**src/sv/assert_macros.svh**
```systemverilog
// ---------------------------------------------------------------------------
// Assertion macros
// Shared concurrent assertion shorthands for the packet checker RTL.
// ---------------------------------------------------------------------------
`ifndef ASSERT_MACROS_SVH
`define ASSERT_MACROS_SVH

`ifndef ASSERT_OFF

// expr must hold at every clock edge outside reset
`define ASSERT_ALWAYS(lbl, clk, rst_n, expr) \
	lbl: assert property (@(posedge clk) disable iff (!rst_n) (expr)) \
		else $error("assertion failed: %m");

// cons must hold in the same cycle as ante
`define ASSERT_IMPLIES(lbl, clk, rst_n, ante, cons) \
	lbl: assert property (@(posedge clk) disable iff (!rst_n) (ante) |-> (cons)) \
		else $error("assertion failed: %m");

// cons must hold in the cycle after ante
`define ASSERT_NEXT(lbl, clk, rst_n, ante, cons) \
	lbl: assert property (@(posedge clk) disable iff (!rst_n) (ante) |=> (cons)) \
		else $error("assertion failed: %m");

`else

`define ASSERT_ALWAYS(lbl, clk, rst_n, expr)
`define ASSERT_IMPLIES(lbl, clk, rst_n, ante, cons)
`define ASSERT_NEXT(lbl, clk, rst_n, ante, cons)

`endif

`endif

```
**src/sv/gpcc_pkg.sv**
```systemverilog
// ---------------------------------------------------------------------------
// gpcc_pkg
// Types, byte positions and the CRC-16 byte step for the packet checker.
// ---------------------------------------------------------------------------
`default_nettype none

package gpcc_pkg;

	localparam int POS_W = 4;

	typedef logic [POS_W-1:0] gpcc_pos_t;

	// byte positions within a packet
	localparam gpcc_pos_t POS_BTN_LO = 4'd0;
	localparam gpcc_pos_t POS_BTN_HI = 4'd1;
	localparam gpcc_pos_t POS_STAT   = 4'd4;
	localparam gpcc_pos_t POS_LX     = 4'd5;
	localparam gpcc_pos_t POS_LY     = 4'd6;
	localparam gpcc_pos_t POS_RX     = 4'd7;
	localparam gpcc_pos_t POS_RY     = 4'd8;
	localparam gpcc_pos_t POS_CRC_HI = 4'd9;
	localparam gpcc_pos_t POS_LAST   = 4'd10;
	localparam gpcc_pos_t CRC_COVER  = 4'd9;

	localparam logic [15:0] CRC_POLY  = 16'h1021;
	localparam logic [15:0] CRC_SEED  = 16'hFFFF;
	localparam logic [7:0] STICK_KEEP = 8'hFE;
	localparam int MUTED_BIT = 7;
	localparam int POWER_BIT = 4;

	typedef enum logic [1:0] {
		STATUS_OK      = 2'd0,
		STATUS_CRC_ERR = 2'd1,
		STATUS_SHORT   = 2'd2
	} gpcc_status_t;

	typedef struct packed {
		gpcc_status_t status;
		logic [15:0]  buttons;
		logic [7:0]   left_x;
		logic [7:0]   left_y;
		logic [7:0]   right_x;
		logic [7:0]   right_y;
		logic         l2_pressed;
		logic         r2_pressed;
		logic         muted;
		logic         power_key;
		logic [15:0]  computed_crc;
	} gpcc_result_t;

	// One byte of CRC-16-CCITT, MSB first, eight bit steps
	function automatic logic [15:0] crc16_byte(input logic [15:0] crc, input logic [7:0] b);
		logic [15:0] c;
		c = crc ^ {b, 8'h00};
		for (int k = 0; k < 8; k++) begin
			if (c[15]) begin
				c = {c[14:0], 1'b0} ^ CRC_POLY;
			end else begin
				c = {c[14:0], 1'b0};
			end
		end
		return c;
	endfunction

endpackage

`default_nettype wire

```
**src/sv/gpcc_parser.sv**
```systemverilog
// ---------------------------------------------------------------------------
// gpcc_parser
// Tracks the byte position, runs the CRC and builds the packet result.
// ---------------------------------------------------------------------------
`default_nettype none
`include "assert_macros.svh"

module gpcc_parser (
	input  wire logic                  clk,
	input  wire logic                  arst_n,
	input  wire logic                  acc,
	input  wire logic [7:0]            rx_byte,
	input  wire logic                  packet_start,
	output logic                       res_valid,
	output gpcc_pkg::gpcc_result_t     res
);
	import gpcc_pkg::*;

	gpcc_pos_t   pos_q;
	logic [15:0] crc_q;
	logic [7:0]  btn_lo_q;
	logic [7:0]  btn_hi_q;
	logic [7:0]  stat_q;
	logic [7:0]  lx_q;
	logic [7:0]  ly_q;
	logic [7:0]  rx_q;
	logic [7:0]  ry_q;
	logic [7:0]  crc_hi_q;
	logic [15:0] crc_rx;
	logic        last_byte;

	assign crc_rx    = {crc_hi_q, rx_byte};
	assign last_byte = acc && !packet_start && (pos_q == POS_LAST);

	always_comb begin
		res_valid = 1'b0;
		res       = '0;
		if (acc && packet_start && (pos_q != POS_BTN_LO)) begin
			res_valid  = 1'b1;
			res.status = STATUS_SHORT;
		end else if (last_byte) begin
			res_valid        = 1'b1;
			res.computed_crc = crc_q;
			if (crc_q != crc_rx) begin
				res.status = STATUS_CRC_ERR;
			end else begin
				res.status     = STATUS_OK;
				res.buttons    = {btn_hi_q, btn_lo_q};
				res.left_x     = lx_q;
				res.left_y     = ly_q;
				res.right_x    = rx_q & STICK_KEEP;
				res.right_y    = ry_q & STICK_KEEP;
				res.l2_pressed = ry_q[0];
				res.r2_pressed = rx_q[0];
				res.muted      = stat_q[MUTED_BIT];
				res.power_key  = stat_q[POWER_BIT];
			end
		end
	end

	// position and running CRC
	always_ff @(posedge clk or negedge arst_n) begin
		if (!arst_n) begin
			pos_q <= '0;
			crc_q <= CRC_SEED;
		end else if (acc) begin
			if (packet_start) begin
				pos_q <= POS_BTN_HI;
				crc_q <= crc16_byte(CRC_SEED, rx_byte);
			end else if (pos_q == POS_LAST) begin
				pos_q <= '0;
				crc_q <= CRC_SEED;
			end else if (pos_q != POS_BTN_LO) begin
				pos_q <= pos_q + gpcc_pos_t'(1);
				if (pos_q < CRC_COVER) begin
					crc_q <= crc16_byte(crc_q, rx_byte);
				end
			end
		end
	end

	// packet bytes needed for the result; voltage bytes are dropped
	always_ff @(posedge clk) begin
		if (acc && packet_start) begin
			btn_lo_q <= rx_byte;
		end else if (acc && (pos_q != POS_BTN_LO)) begin
			case (pos_q)
				POS_BTN_HI: btn_hi_q <= rx_byte;
				POS_STAT:   stat_q   <= rx_byte;
				POS_LX:     lx_q     <= rx_byte;
				POS_LY:     ly_q     <= rx_byte;
				POS_RX:     rx_q     <= rx_byte;
				POS_RY:     ry_q     <= rx_byte;
				POS_CRC_HI: crc_hi_q <= rx_byte;
				default: begin
				end
			endcase
		end
	end

	`ASSERT_ALWAYS(a_pos_range, clk, arst_n, pos_q <= POS_LAST)
	`ASSERT_NEXT(a_last_to_idle, clk, arst_n, last_byte, pos_q == POS_BTN_LO)
	`ASSERT_IMPLIES(a_ok_crc_match, clk, arst_n, res_valid && (res.status == STATUS_OK), crc_q == crc_rx)

endmodule

`default_nettype wire

```
**config.mk**
```make
export PLATFORM = sky130hd
export DESIGN_NAME = gpcc_parser
export DESIGN_NICKNAME = d
export VERILOG_FILES = /design/src/sv/gpcc_pkg.sv /design/src/sv/gpcc_parser.sv
export VERILOG_INCLUDE_DIRS = /design/src /design/src/sv
export SDC_FILE = /design/constraint.sdc
export NUM_CORES = 1
export LEC_CHECK = 0
export BUFFER_PORTS_ARGS = -buffer_cell sky130_fd_sc_hd__clkbuf_2
export CAP_MARGIN = 20
export CORE_MARGIN = 2
export CORE_UTILIZATION = 35
export DETAILED_ROUTE_END_ITERATION = 10
export SYNTH_ARGS = -nofsm -noshare
export SYNTH_HDL_FRONTEND = slang
export SYNTH_SLANG_ARGS = --single-unit
export TNS_END_PERCENT = 5
```
**constraint.sdc**
```tcl
create_clock -name clk -period 5.1 [get_ports clk]
set_input_delay 0.255 -clock clk [delete_from_list [all_inputs] [get_ports clk]]
set_output_delay 0.255 -clock clk [all_outputs]
set_load 0.005 [all_outputs]
```
==> metrics.cfg <==
[cts]
cts_tree = built
cts_num_sinks = 78
ctsHoldBuffers = 1
cts-root-buf = clkbuf_8
clkTransAtPathRegs_ps = 100
clockBufferDepth = 2
clkLatencyLatePin_ps = 360
post_cts_buffers = 0
htree_levels = 3
cts-buffers-inserted = 9
ctsResizeCount = 0

[placed_design]
gp_congestion = 0.836
io_buffers = 80
dp_hpwl_um = 6360
placed_area_sq_um = 4340

[routing]
dr.pass1.iters = 4
antenna_left = 0
first_iter_violations = 218
avgViaCountPerCell = 4.98
drc = 0
wirelength_um = 9250
vias = 2688
wl_per_cell_um = 17.1

[critical_path]
crit_type = reg -> out
critPathMaxStageDelay_ps = 730
path_max_fanout = 33
cp_cell_sequence = xnor2_1 -> nand4_1 -> nor4_4 -> buf_4 -> and3_1 -> clkbuf_2
slowest_stage = nor4_4
critPathCaptureType = output port
crit_arrival_ps = 2740
crit_required_ps = 4850
cp-start-kind = flop

[die]
core-area_sq_um = 10800
pin_count = 83
initial_core_util = 0.358
die_x_um = 109
num_rows = 38
die_area_sq_um = 11900
dieHeight_um = 109

[finish]
drive_gt1_frac = 0.315
fillers = 997
seq_area_sq_um = 2260
area_delta_synth_final_pct = 18.2
multiInputGateArea_sq_um = 1460
diodes = 0
fin_nets = 407
fin_area_sq_um = 4570

[sta]
fin_crit_ps = 3000
hold-worst-slack_ps = 168
setup_viol = 0
finalCritPeriodShare = 0.587
hold_violations = 0
slew_headroom = 0.385
fmax_ghz = 0.334
rsz0062_at_grt = false
finalSetupTns_ps = 0
worst_pin_slew_ps = 921
finClkSkew_ps = 10.3
slew_violations = 0

[synthesis]
ys_warn_count = 0
synth_edf_count = 58
synthDistinctLibCells = 42
async_reset_ff_frac = 0.256
ys_seq_elements = 78
netlist_area_sq_um = 3870
synth_ff_type = edfxtp_1
syn_area_per_cell_sq_um = 11.9
yosysSeqAreaShare = 0.585
syn_inst = 326

[power_and_ir_drop]
ir_drop_uv = 147
swShare = 0.335
p_switching_uw = 655
comb_power_share = 0.256
powerDensity_nw_per_um2 = 428
internal_power_uw = 1300
pwr-share-seq = 0.489
clock_power_share = 0.255
p_leak_uw = 0.00200

[global_route]
gr-total-overflow = 0
grt_max_degree = 66
grt_pass1_wl_um = 14300
globalRouteTotalUtil = 0.162
antenna_found_initial = 0
grt_pass1_vias = 2527

[run_status]
status = complete, no violations

[run]
maxCapViolCount = 0

[min_path]
hp-class = in -> reg

-- Yosys cell counts (3+ instances only) --
cell type  instances  area, sq um
edfxtp_1          58         1740
and3_1            51          319
xnor2_1           33          289
nand2_1           21         78.8
o21ai_0           17         85.1
dfstp_2           16          420
and2_1            15         93.8
buf_2             14         70.1
clkbuf_1          12         45.0
nor2_1            10         37.5
xor2_1             8         70.1
a21oi_1            7         35.0
a21o_1             5         37.5
a22o_1             5         43.8
inv_1              5         18.8
dfrtp_1            4          100
nand4_1            4         25.0
a211o_1            3         26.3
-- cell type report --
cell class / count / area share
sequential: 78 / 0.495
multi-input combinational: 215 / 0.319
timing repair buffer: 86 / 0.0980
tap: 140 / 0.0383
clock buffer: 9 / 0.0271
clock inverter: 7 / 0.0189
inverter: 5 / 0.00411
-- cell families (layout without fill, tap and decap cells) --
family / after synthesis / count (layout) / share of synthesized area
AND/OR/NAND/NOR: 115 / 115 / 0.172
flip-flops: 78 / 78 / 0.585
AO/OA/AOI/OAI: 53 / 53 / 0.0929
XOR/XNOR: 45 / 45 / 0.110
buffers and inverters: 34 / 107 / 0.0398
other: 1 / 2 / 0.000970
-- per-stage QoR --
stage / utilization / power (uW) / setup WS, ps / std cells
floorplan: - / 1340 / 3160 / 327
global placement: 0.403 / 1460 / 2500 / 522
detailed placement: 0.403 / 1460 / 2460 / 522
CTS: 0.423 / 1960 / 2090 / 539
global route: 0.424 / 2060 / 1900 / 540
finish: 0.424 / 1960 / 2100 / 540
-- power groups by stage --
| stage | registers (uW) | clock network (uW) | logic, uW |
|---|---|---|---|
| 2_1_floorplan | 877 | 0 | 465 |
| 6_report | 956 | 499 | 500 |
| 5_1_grt | 973 | 528 | 562 |
| 3_5_place_dp | 970 | 0 | 494 |
| 3_3_place_gp | 970 | 0 | 487 |
| 4_1_cts | 957 | 505 | 501 |
-- cell usage in the layout, fill, tap and decap left out, types with 2 or more instances in the layout --
cell	Yosys	final
a221o_1	2	2
nand4_1	4	4
and2_1	15	15
a211o_1	3	3
buf_4	2	4
a22o_1	5	5
dfstp_2	16	16
nand2b_1	2	2
inv_1	5	5
dfrtp_1	4	4
xor2_1	8	8
nor2_1	10	9
a211oi_1	2	2
and3_1	51	51
conb_1	1	2
a221oi_1	2	2
inv_6	0	3
nor2b_1	2	2
o21ai_0	17	17
inv_8	0	2
a22oi_1	2	2
or2_2	2	2
xor2_2	2	2
xnor2_2	2	2
clkbuf_8	0	9
xnor2_1	33	33
a21oi_1	7	7
o31ai_1	2	2
o21ba_1	2	2
nor4_1	2	2
nor3_1	2	2
a21o_1	5	5
nand2_1	21	21
edfxtp_1	58	58
clkbuf_2	1	80
-- critical path, delay by kind of cell (launching register included) --
| kind | cells | cell delay, ps |
|---|---|---|
| simple gates | 3 | 1120 |
| flops | 1 | 630 |
| buf+inv | 2 | 480 |
| xor+xnor | 1 | 140 |
-- routing by layer --
layer / vias up / wire length [um] / GRT usage
met5: - / 0 / 0
met4: 0 / 137 / 0.0769
met3: 9 / 574 / 0.0233
met2: 102 / 4290 / 0.246
met1: 1276 / 4250 / 0.226
li1: 1301 / - / -
-- path summary, 6_finish.rpt --
kind,from,to,slack [ps],cells past startpoint
hold reg to reg,crc_q[1],crc_q[1],540,2
setup reg to reg,pos_q[3],crc_q[6],2770,5
hold / removal,acc,pos_q[0],170,2
setup / recovery,crc_q[15],res[29],2100,6
min in group asynchronous,arst_n,pos_q[1],410,2
max in group asynchronous,arst_n,crc_q[3],4320,2
-- state kept, by name, summed over array words and instances (netlist names) --
signal    flops
rx_q          8
lx_q          8
pos_q         4
crc_hi_q      8
crc_q        16
ry_q          8
btn_lo_q      8
ly_q          8
btn_hi_q      8
stat_q        2
No activity file was read; power rests on OpenSTA's default activity.
